--- src/hdl/sdet_pkg.sv ---
package sdet_pkg;

   localparam int unsigned POSITION_BITS_DEFAULT = 32;
   localparam int unsigned OUT_POSITION_BITS     = 32;
   localparam int unsigned NAME_LENGTH_TARGET    = 6;
   localparam int unsigned MAX_PASSES            = 8;

   localparam logic [7:0] CHAR_LT    = 8'h3C;
   localparam logic [7:0] CHAR_SLASH = 8'h2F;
   localparam logic [7:0] CHAR_BANG  = 8'h21;
   localparam logic [7:0] CHAR_DASH  = 8'h2D;
   localparam logic [7:0] CHAR_GT    = 8'h3E;
   localparam logic [7:0] CASE_BIT   = 8'h20;

   typedef enum logic [4:0] {
      M_PLAIN          = 5'd0,
      M_LT             = 5'd1,
      M_ESC_START      = 5'd2,
      M_ESC_START_DASH = 5'd3,
      M_END_NAME       = 5'd4,
      M_ESC            = 5'd5,
      M_ESC_DASH       = 5'd6,
      M_ESC_DASH_DASH  = 5'd7,
      M_ESC_LT         = 5'd8,
      M_ESC_END_NAME   = 5'd9,
      M_DBL_START      = 5'd10,
      M_DBL            = 5'd11,
      M_DBL_DASH       = 5'd12,
      M_DBL_DASH_DASH  = 5'd13,
      M_DBL_LT         = 5'd14,
      M_DBL_END        = 5'd15,
      M_EXIT_ATTR      = 5'd16,
      M_EXIT_CLOSED    = 5'd17
   } mode_type;

   typedef enum logic [1:0] {
      EV_NONE       = 2'd0,
      EV_CLOSED     = 2'd1,
      EV_ATTRS      = 2'd2,
      EV_SELF_CLOSE = 2'd3
   } event_type;

   // where the name start position comes from after a byte
   typedef enum logic [1:0] {
      NS_KEEP     = 2'd0,
      NS_POS      = 2'd1,
      NS_POS_NEXT = 2'd2
   } ns_sel_type;

   typedef struct packed {
      mode_type   next_mode;
      logic [2:0] name_length;
      logic       name_matches;
      logic       lt_hit;
      ns_sel_type ns_sel;
      event_type  end_event;
   } step_type;

   typedef struct packed {
      logic [4:0]                   scan_state;
      logic [1:0]                   end_event;
      logic [OUT_POSITION_BITS-1:0] tag_lt_position;
      logic [OUT_POSITION_BITS-1:0] name_position;
   } result_type;

   function automatic logic is_ws(input logic [7:0] b);
      return b == 8'h09 || b == 8'h0A || b == 8'h0C || b == 8'h0D || b == 8'h20;
   endfunction

   function automatic logic is_alpha(input logic [7:0] b);
      return (b >= 8'h41 && b <= 8'h5A) || (b >= 8'h61 && b <= 8'h7A);
   endfunction

   function automatic logic is_term(input logic [7:0] b);
      return is_ws(b) || b == CHAR_SLASH || b == CHAR_GT;
   endfunction

   // lower-case letters of "script"
   function automatic logic [7:0] want_char(input logic [2:0] idx);
      logic [7:0] c;
      unique case (idx)
         3'd0:    c = 8'h73;
         3'd1:    c = 8'h63;
         3'd2:    c = 8'h72;
         3'd3:    c = 8'h69;
         3'd4:    c = 8'h70;
         3'd5:    c = 8'h74;
         default: c = 8'h00;
      endcase
      return c;
   endfunction

endpackage

--- src/hdl/sdet_step.sv ---
module sdet_step (
   input  logic [7:0]         data_byte,
   input  sdet_pkg::mode_type mode,
   input  logic [2:0]         name_length,
   input  logic               name_matches,
   output sdet_pkg::step_type result
);
   import sdet_pkg::*;

   always_comb begin
      mode_type   m;
      logic [2:0] len;
      logic       mat;
      logic       lt;
      ns_sel_type ns;
      event_type  ev;
      logic       done;
      logic       hit;
      logic       alpha;
      logic       term;

      m     = mode;
      len   = name_length;
      mat   = name_matches;
      lt    = 1'b0;
      ns    = NS_KEEP;
      ev    = EV_NONE;
      done  = 1'b0;
      alpha = is_alpha(data_byte);
      term  = is_term(data_byte);
      hit   = 1'b0;

      // a byte left unconsumed is looked at again in the new mode
      for (int i = 0; i < MAX_PASSES; i++) begin
         if (!done) begin
            hit = (len == 3'(NAME_LENGTH_TARGET)) && mat;
            unique case (m)
               M_PLAIN: begin
                  if (data_byte == CHAR_LT) begin
                     lt = 1'b1;
                     m  = M_LT;
                  end
                  done = 1'b1;
               end
               M_LT: begin
                  if (data_byte == CHAR_SLASH) begin
                     m    = M_END_NAME;
                     ns   = NS_POS;
                     len  = '0;
                     mat  = 1'b1;
                     done = 1'b1;
                  end else if (data_byte == CHAR_BANG) begin
                     m    = M_ESC_START;
                     done = 1'b1;
                  end else begin
                     m = M_PLAIN;
                  end
               end
               M_ESC_START: begin
                  if (data_byte == CHAR_DASH) begin
                     m    = M_ESC_START_DASH;
                     done = 1'b1;
                  end else begin
                     m = M_PLAIN;
                  end
               end
               M_ESC_START_DASH: begin
                  if (data_byte == CHAR_DASH) begin
                     m    = M_ESC_DASH_DASH;
                     done = 1'b1;
                  end else begin
                     m = M_PLAIN;
                  end
               end
               M_END_NAME, M_ESC_END_NAME: begin
                  if (alpha) begin
                     if (len == '0) ns = NS_POS;
                     if (len < 3'(NAME_LENGTH_TARGET) &&
                         (data_byte | CASE_BIT) != want_char(len)) mat = 1'b0;
                     if (len != 3'd7) len = len + 3'd1;
                     done = 1'b1;
                  end else if (term) begin
                     if (hit) begin
                        if (data_byte == CHAR_GT) begin
                           ev = EV_CLOSED;
                           m  = M_EXIT_CLOSED;
                        end else if (data_byte == CHAR_SLASH) begin
                           ev = EV_SELF_CLOSE;
                           m  = M_EXIT_ATTR;
                        end else begin
                           ev = EV_ATTRS;
                           m  = M_EXIT_ATTR;
                        end
                     end else begin
                        m = (m == M_END_NAME) ? M_PLAIN : M_ESC;
                     end
                     done = 1'b1;
                  end else begin
                     m = (m == M_END_NAME) ? M_PLAIN : M_ESC;
                  end
               end
               M_ESC: begin
                  if (data_byte == CHAR_DASH) begin
                     m = M_ESC_DASH;
                  end else if (data_byte == CHAR_LT) begin
                     lt = 1'b1;
                     m  = M_ESC_LT;
                  end
                  done = 1'b1;
               end
               M_ESC_DASH: begin
                  if (data_byte == CHAR_DASH) begin
                     m    = M_ESC_DASH_DASH;
                     done = 1'b1;
                  end else if (data_byte == CHAR_LT) begin
                     lt = 1'b1;
                     m  = M_ESC_LT;
                  end else begin
                     m    = M_ESC;
                     done = 1'b1;
                  end
               end
               M_ESC_DASH_DASH: begin
                  if (data_byte == CHAR_LT) begin
                     lt = 1'b1;
                     m  = M_ESC_LT;
                  end else if (data_byte == CHAR_GT) begin
                     m = M_PLAIN;
                  end else if (data_byte != CHAR_DASH) begin
                     m = M_ESC;
                  end
                  done = 1'b1;
               end
               M_ESC_LT: begin
                  if (data_byte == CHAR_SLASH) begin
                     m    = M_ESC_END_NAME;
                     ns   = NS_POS;
                     len  = '0;
                     mat  = 1'b1;
                     done = 1'b1;
                  end else if (alpha) begin
                     ns  = NS_POS;
                     len = '0;
                     mat = 1'b1;
                     m   = M_DBL_START;
                  end else begin
                     m = M_ESC;
                  end
               end
               M_DBL_START, M_DBL_END: begin
                  if (alpha) begin
                     if (len < 3'(NAME_LENGTH_TARGET) &&
                         (data_byte | CASE_BIT) != want_char(len)) mat = 1'b0;
                     if (len != 3'd7) len = len + 3'd1;
                     done = 1'b1;
                  end else if (term) begin
                     if (hit) m = (m == M_DBL_START) ? M_DBL : M_ESC;
                     else     m = (m == M_DBL_START) ? M_ESC : M_DBL;
                     done = 1'b1;
                  end else begin
                     m = (m == M_DBL_START) ? M_ESC : M_DBL;
                  end
               end
               M_DBL: begin
                  if (data_byte == CHAR_DASH) begin
                     m = M_DBL_DASH;
                  end else if (data_byte == CHAR_LT) begin
                     lt = 1'b1;
                     m  = M_DBL_LT;
                  end
                  done = 1'b1;
               end
               M_DBL_DASH: begin
                  if (data_byte == CHAR_DASH) begin
                     m = M_DBL_DASH_DASH;
                  end else if (data_byte == CHAR_LT) begin
                     lt = 1'b1;
                     m  = M_DBL_LT;
                  end else begin
                     m = M_DBL;
                  end
                  done = 1'b1;
               end
               M_DBL_DASH_DASH: begin
                  if (data_byte == CHAR_LT) begin
                     lt = 1'b1;
                     m  = M_DBL_LT;
                  end else if (data_byte == CHAR_GT) begin
                     m = M_PLAIN;
                  end else if (data_byte != CHAR_DASH) begin
                     m = M_DBL;
                  end
                  done = 1'b1;
               end
               M_DBL_LT: begin
                  if (data_byte == CHAR_SLASH) begin
                     m    = M_DBL_END;
                     ns   = NS_POS_NEXT;
                     len  = '0;
                     mat  = 1'b1;
                     done = 1'b1;
                  end else begin
                     m = M_DBL;
                  end
               end
               default: begin
                  // exited: byte ignored until restart
                  done = 1'b1;
               end
            endcase
         end
      end

      result.next_mode    = m;
      result.name_length  = len;
      result.name_matches = mat;
      result.lt_hit       = lt;
      result.ns_sel       = ns;
      result.end_event    = ev;
   end

endmodule

--- src/hdl/script_data_end_tag_scanner_top.sv ---
// channel   direction  ports                                         transfer
// req       in         req_valid req_stall req_data_byte req_restart  valid && !stall
// rsp       out        rsp_valid rsp_stall rsp_scan_state
//                      rsp_end_event rsp_tag_lt_position
//                      rsp_name_position                              valid && !stall
//
// one byte per cycle while req_stall is low; each byte's result is registered
// the whole script-data step (up to eight mode passes) is one combinational
// path from the scan state registers to the result register
// a two-entry output (result register plus skid) keeps req open while rsp stalls
// req_stall rises only when both output entries are full
// reset (synchronous) clears the scan state, positions and both output entries
module script_data_end_tag_scanner_top #(
   parameter int unsigned POSITION_BITS = sdet_pkg::POSITION_BITS_DEFAULT
) (
   input  logic                                        clock,
   input  logic                                        reset,
   input  logic                                        req_valid,
   output logic                                        req_stall,
   input  logic [7:0]                                  req_data_byte,
   input  logic                                        req_restart,
   output logic                                        rsp_valid,
   input  logic                                        rsp_stall,
   output logic [4:0]                                  rsp_scan_state,
   output logic [1:0]                                  rsp_end_event,
   output logic [sdet_pkg::OUT_POSITION_BITS-1:0]      rsp_tag_lt_position,
   output logic [sdet_pkg::OUT_POSITION_BITS-1:0]      rsp_name_position
);
   import sdet_pkg::*;

   localparam int unsigned EXT_BITS = POSITION_BITS + OUT_POSITION_BITS;

   mode_type                 mode_ff;
   logic [POSITION_BITS-1:0] pos_ff;
   logic [POSITION_BITS-1:0] lt_pos_ff;
   logic [POSITION_BITS-1:0] ns_pos_ff;
   logic [2:0]               name_len_ff;
   logic                     name_match_ff;

   mode_type                 mode_cur;
   step_type                 step;
   logic [POSITION_BITS-1:0] pos_next;
   logic [POSITION_BITS-1:0] lt_pos_in;
   logic [POSITION_BITS-1:0] ns_pos_in;
   logic [EXT_BITS-1:0]      lt_ext;
   logic [EXT_BITS-1:0]      ns_ext;
   result_type               result_in;

   result_type               main_ff;
   logic                     main_valid_ff;
   result_type               skid_ff;
   logic                     skid_valid_ff;

   logic                     req_take;
   logic                     rsp_take;

   assign req_stall = skid_valid_ff;
   assign req_take  = req_valid && !skid_valid_ff;
   assign rsp_take  = main_valid_ff && !rsp_stall;

   assign mode_cur = req_restart ? M_PLAIN : mode_ff;

   sdet_step u_step (
      .data_byte    (req_data_byte),
      .mode         (mode_cur),
      .name_length  (name_len_ff),
      .name_matches (name_match_ff),
      .result       (step)
   );

   assign pos_next  = pos_ff + POSITION_BITS'(1);
   assign lt_pos_in = step.lt_hit ? pos_ff : lt_pos_ff;

   always_comb begin
      unique case (step.ns_sel)
         NS_POS:      ns_pos_in = pos_ff;
         NS_POS_NEXT: ns_pos_in = pos_next;
         default:     ns_pos_in = ns_pos_ff;
      endcase
   end

   assign lt_ext = {{OUT_POSITION_BITS{1'b0}}, lt_pos_in};
   assign ns_ext = {{OUT_POSITION_BITS{1'b0}}, ns_pos_in};

   assign result_in.scan_state      = step.next_mode;
   assign result_in.end_event       = step.end_event;
   assign result_in.tag_lt_position = lt_ext[OUT_POSITION_BITS-1:0];
   assign result_in.name_position   = ns_ext[OUT_POSITION_BITS-1:0];

   always_ff @(posedge clock) begin
      if (reset) begin
         mode_ff       <= M_PLAIN;
         pos_ff        <= '0;
         lt_pos_ff     <= '0;
         ns_pos_ff     <= '0;
         name_len_ff   <= '0;
         name_match_ff <= 1'b1;
      end else if (req_take) begin
         mode_ff       <= step.next_mode;
         pos_ff        <= pos_next;
         lt_pos_ff     <= lt_pos_in;
         ns_pos_ff     <= ns_pos_in;
         name_len_ff   <= step.name_length;
         name_match_ff <= step.name_matches;
      end
   end

   always_ff @(posedge clock) begin
      if (reset) begin
         main_valid_ff <= 1'b0;
         skid_valid_ff <= 1'b0;
      end else if (skid_valid_ff) begin
         if (rsp_take) begin
            main_ff       <= skid_ff;
            skid_valid_ff <= 1'b0;
         end
      end else if (req_take) begin
         if (!main_valid_ff || rsp_take) begin
            main_ff       <= result_in;
            main_valid_ff <= 1'b1;
         end else begin
            skid_ff       <= result_in;
            skid_valid_ff <= 1'b1;
         end
      end else if (rsp_take) begin
         main_valid_ff <= 1'b0;
      end
   end

   assign rsp_valid           = main_valid_ff;
   assign rsp_scan_state      = main_ff.scan_state;
   assign rsp_end_event       = main_ff.end_event;
   assign rsp_tag_lt_position = main_ff.tag_lt_position;
   assign rsp_name_position   = main_ff.name_position;

endmodule

--- config.mk ---
export PLATFORM = sky130hd
export DESIGN_NAME = script_data_end_tag_scanner_top
export DESIGN_NICKNAME = d
export VERILOG_FILES = /design/src/hdl/sdet_pkg.sv /design/src/hdl/sdet_step.sv /design/src/hdl/script_data_end_tag_scanner_top.sv
export SDC_FILE = /design/constraint.sdc
export NUM_CORES = 1
export LEC_CHECK = 0
export BUFFER_PORTS_ARGS = -buffer_cell sky130_fd_sc_hd__buf_4
export CAP_MARGIN = 20
export CORE_ASPECT_RATIO = 1.75
export CORE_MARGIN = 4
export CORE_UTILIZATION = 33
export CTS_BUF_LIST = sky130_fd_sc_hd__clkbuf_4 sky130_fd_sc_hd__clkbuf_8
export DETAILED_ROUTE_END_ITERATION = 8
export PLACE_DENSITY_LB_ADDON = 0.15
export RECOVER_POWER = 100
export SLEW_MARGIN = 20
export SYNTH_ARGS = -nofsm -noshare
export SYNTH_HDL_FRONTEND = slang
export SYNTH_SLANG_ARGS = --single-unit
--- constraint.sdc ---
create_clock -name clock -period 19.5 [get_ports clock]
set_clock_uncertainty 0.15 [all_clocks]
set_input_delay 2.925 -clock clock [delete_from_list [all_inputs] [get_ports clock]]
set_output_delay 2.925 -clock clock [all_outputs]
set_load 0.01 [all_outputs]
==> summary.md <==
| Metric | Value |
|---|---|
| Ys Warns | 0 |
| TritonCTS clock tree | yes |
| Syn Nets | approximately 1500 |
| EDFF count, synth | 142 |
| CP max-delay cell | o311ai_0 |
| Synth cell count leaders | nand2_1, edfxtp_1, o21ai_0, dfxtp_1, nor2_1 |
| DR pass1 iterations | 5 |
| Area Growth Syn to Fin | 9.19% |
| # H-tree levels | 2 |
| Cells after synthesis | 1439 |
| Clock network fraction of total power | 38.8% |
| Worst slew pin tran | 4650 ps |
| Post-DRT Antenna Nets | 0 |
| Clk Latency, worst-skew pair | 560 ps |
| Power share of the combinational group | between 10% and 20% |
| WL met3 | 1.10 mm |
| CTS clock-pin slew for the worst setup and hold paths | roughly 60 ps |
| Row count | 97 |
| Top cells by area, synth | edfxtp_1, dfxtp_1, nand2_1, o21ai_0, a21oi_1 |
| DRT iter0 DRCs | 633 |
| Unrepaired setup endpoints after global routing | false |
| Max Fclk | 0.0926 GHz |
| CTS Buffer Depth | 3 |
| Fraction of layout cells with a size suffix above 1 | 9.55% |
| Post-synth top area cell | edfxtp_1 |
| Chip height | 276 um |
| Failing checks | capacitance limit, slew limit |
| Final #Nets | around 1500 |
| Critical path class | input port to flip-flop |
| Clock root cell | clkbuf_8 |
| TritonCTS buffer count | 39 |
| Prevailing post-synth register cell | edfxtp_1 |
| Switching Share | 27.6% |
| Status | finished with violations |
| Worst setup EP type | flip-flop |
| Psw | 0.000317 W |
| Setup TNS | 0 ps |
| CP arrival | about 11000 ps |
| Crit Path Max Fanout | 51 |
| Number of global-route vias before repair | 10600 |
| Core area | about 40000 um2 |
| Met2 Wirelength | 21.7 mm |
| I/O pins | 86 |
| Pwr/cell area | 78.0 nW/um2 |
| Worst r2r dst | skid_ff[39]$_DFFE_PP_ |
| Seq/Total Area, Yosys | ~47% |
| Starting Density | about 34% |
| R2R depth | 10 |
| Max-cap violations | 10 |
| Tmin final | 10800 ps |
| Critical Path Start Type | input port |
| Fin crit share | 55.4% |
| Final Wtd Congestion | 0.904 |
| Input/output buffers | 85 |
| Avg Cell Area, Syn | 9.38 um2 |
| Total number of vias | 10700 |
| Initial antenna violation count | 1 |
| Worst r2r src | mode_ff[2]$_SDFFE_PP0P_ |
| Post-DP HPWL | 26.6 mm |
| Most numerous cell in the Yosys netlist | nand2_1 |
| Width of the die | about 160 um |
| Flop pwr share | 49.9% |
| Leakage | 4.84 nW |
| VDD IR max | 0.0403 mV |
| Routed WL per cell | 19.6 um |
| Met1 Wirelength | between 15 and 20 mm |
| Post-Syn Area | ~14000 um2 |
| Yosys cell types | 92 |
| Highest Signal Layer | met4 |
| Largest net degree at the start of global routing | 93 |
| Grt ovf | 0 |
| Top cell type's share of synthesized area | between 30% and 40% |
| Number of gates resized after CTS | 0 |
| GR Util All Layers | 17.6% |
| Slew headroom | -210% |
| Setup violations, final | 0 |
| CP Cell Sequence | clkbuf_1 -> or2_0 -> or2_0 -> o311ai_0 -> o21ai_0 -> a221o_1 -> or3b_1 -> o32ai_1 -> clkbuf_1 -> or2_0 -> mux2_2 |
| Worst R2R Setup Slack | 10640 ps |
| Min-Delay Path Depth | 2 |
| Post-CTS Setup Repair Bufs | 0 |
| Min-Delay Path Class | flip-flop to flip-flop |
| Hold Violations, Final | 0 |
| Number of synthesized register bits | 249 |
| CP Launch Point | req_restart |
| CTS Hold Bufs | 0 |
| Int Pwr | ~0.00083 W |
| Critical Path RT | 19640 ps |
| DRC | 0 |
| Global-route wire length before repair | 61.6 mm |
| Ys async rst share | 0% |
| Critical path buffers and inverters | 2 |
| Total wire length | between 40 and 50 mm |
| DR vias/cell | 5.24 |
| Die Footprint | 44300 um2 |
| Top delay family on crit path | simple AND/OR/NAND/NOR gates |
| Final Util | 36.6% |
| Clock Sinks | approximately 250 |
| Launch point of the worst hold path | ns_pos_ff[14]$_SDFFE_PP0P_ |
| Crit path top cell by count | or2_0 |
| Worst Hold Path EP | ns_pos_ff[14]$_SDFFE_PP0P_ |
| Max stage delay on crit path | 1730 ps |
| Slew Limit Fails | 530 |
registers in the layout, indices dropped and copies added (netlist names):
signal               cells
lt_pos_ff               32
mode_ff                  5
name_len_ff              3
name_match_ff            1
ns_pos_ff               32
pos_ff                  32
req_stall                1
rsp_end_event            2
rsp_name_position       32
rsp_scan_state           5
rsp_tag_lt_position     32
rsp_valid                1
skid_ff                 71
placed cells by master (no fill, tap or decap), types with 6 or more instances in the layout:
cell type,Yosys,final
nand2_1,174,173
edfxtp_1,142,142
o21ai_0,125,131
dfxtp_1,107,107
nor2_1,104,103
a21oi_1,95,95
clkbuf_1,80,81
nand2b_1,72,72
inv_1,63,63
clkbuf_8,0,45
mux2i_1,37,37
o211ai_1,20,36
nand3_1,23,23
buf_4,4,23
or3_1,22,22
nor3_1,22,22
mux2_2,29,21
nor4_1,16,16
xor2_1,15,15
a21o_1,14,14
a31oi_1,13,13
xnor2_1,12,12
ha_1,12,12
o221ai_1,2,11
nand4_1,10,10
o21ai_1,15,9
a211oi_1,10,9
clkbuf_4,0,9
and3_1,8,8
mux2_1,0,8
and2_1,9,8
nor2b_1,9,8
clkinv_1,0,8
o31ai_1,7,7
or2_2,8,6
nand3b_1,6,6
o32ai_1,5,6
clkinv_2,0,6
per-stage QoR:
| step | instances | setup slack (ps) | hold slack (ps) | power (W) | instance area [um2] |
|---|---|---|---|---|---|
| CTS | 2041 | 11560 | 303 | 0.00118 | 15200 |
| floorplan | 1439 | 9880 | 283 | 0.000684 | 13500 |
| global placement | 1970 | 11050 | 288 | 0.000727 | 14500 |
| detailed placement | 1970 | 10980 | 294 | 0.000727 | 14500 |
| global route | 2042 | 8240 | 322 | 0.00120 | 14700 |
| finish | 2042 | 8700 | 303 | 0.00115 | 14700 |
worst max path at each step:
stage                                        to  slack (ps)  depth (start not counted)
5_1_grt                   skid_ff[39]$_DFFE_PP_        8240                         11
6_report                  skid_ff[39]$_DFFE_PP_        8700                         11
3_3_place_gp   rsp_tag_lt_position[0]$_DFFE_PP_       11050                         13
4_1_cts        rsp_tag_lt_position[0]$_DFFE_PP_       11560                         13
3_5_place_dp   rsp_tag_lt_position[0]$_DFFE_PP_       10980                         13
2_1_floorplan        rsp_end_event[0]$_DFFE_PP_        9880                          5
power groups by stage:
stage,logic (W),registers (W),clock network [W]
after CTS,0.000143,0.000573,0.000464
after global routing,0.000141,0.000575,0.000484
after global placement,0.000142,0.000585,0
final,0.000130,0.000574,0.000446
after floorplan,0.0000989,0.000585,0
after detailed placement,0.000143,0.000584,0
cells by family (layout without fill, tap and decap cells):
kind of cell	Yosys count	in the layout	synth area share, %
DFF	249	249	47.4
xor gates and xnor gates	27	27	1.75
AOI/OAI and AO/OA	385	385	19.4
adders and majority gates	13	13	1.20
muxes	66	66	5.16
buffers and inverters	181	239	5.78
and+or+nand+nor	518	518	19.3
other	0	1	0
worst register-to-register path: stages (launching register included):
cell,delay [ps]
dfxtp_1,910
nand2b_1,290
or2_0,420
o311ai_0,1730
o21ai_0,280
a221o_1,510
or3b_1,410
o32ai_1,400
clkbuf_1,1470
or2_0,1590
mux2_2,450
cell type report:
cell class                 instances  area [um2]
sequential                       249        6410
antenna                            1        2.50
multi-input combinational       1009        6160
inverter                          64         240
clock inverter                    17        85.1
timing repair buffer             104         477
clock buffer                      54         687
fill                            4275       25600
tap                              544         681
per-layer routing:
| layer | vias to the layer above | GRT usage, % |
|---|---|---|
| met4 | 0 | 8.87 |
| met2 | 240 | 34.1 |
| met1 | 5177 | 18.8 |
| li1 | 5204 | - |
| met3 | 89 | 1.78 |
| met5 | - | 0 |
Power figures use the tool's default switching activity.
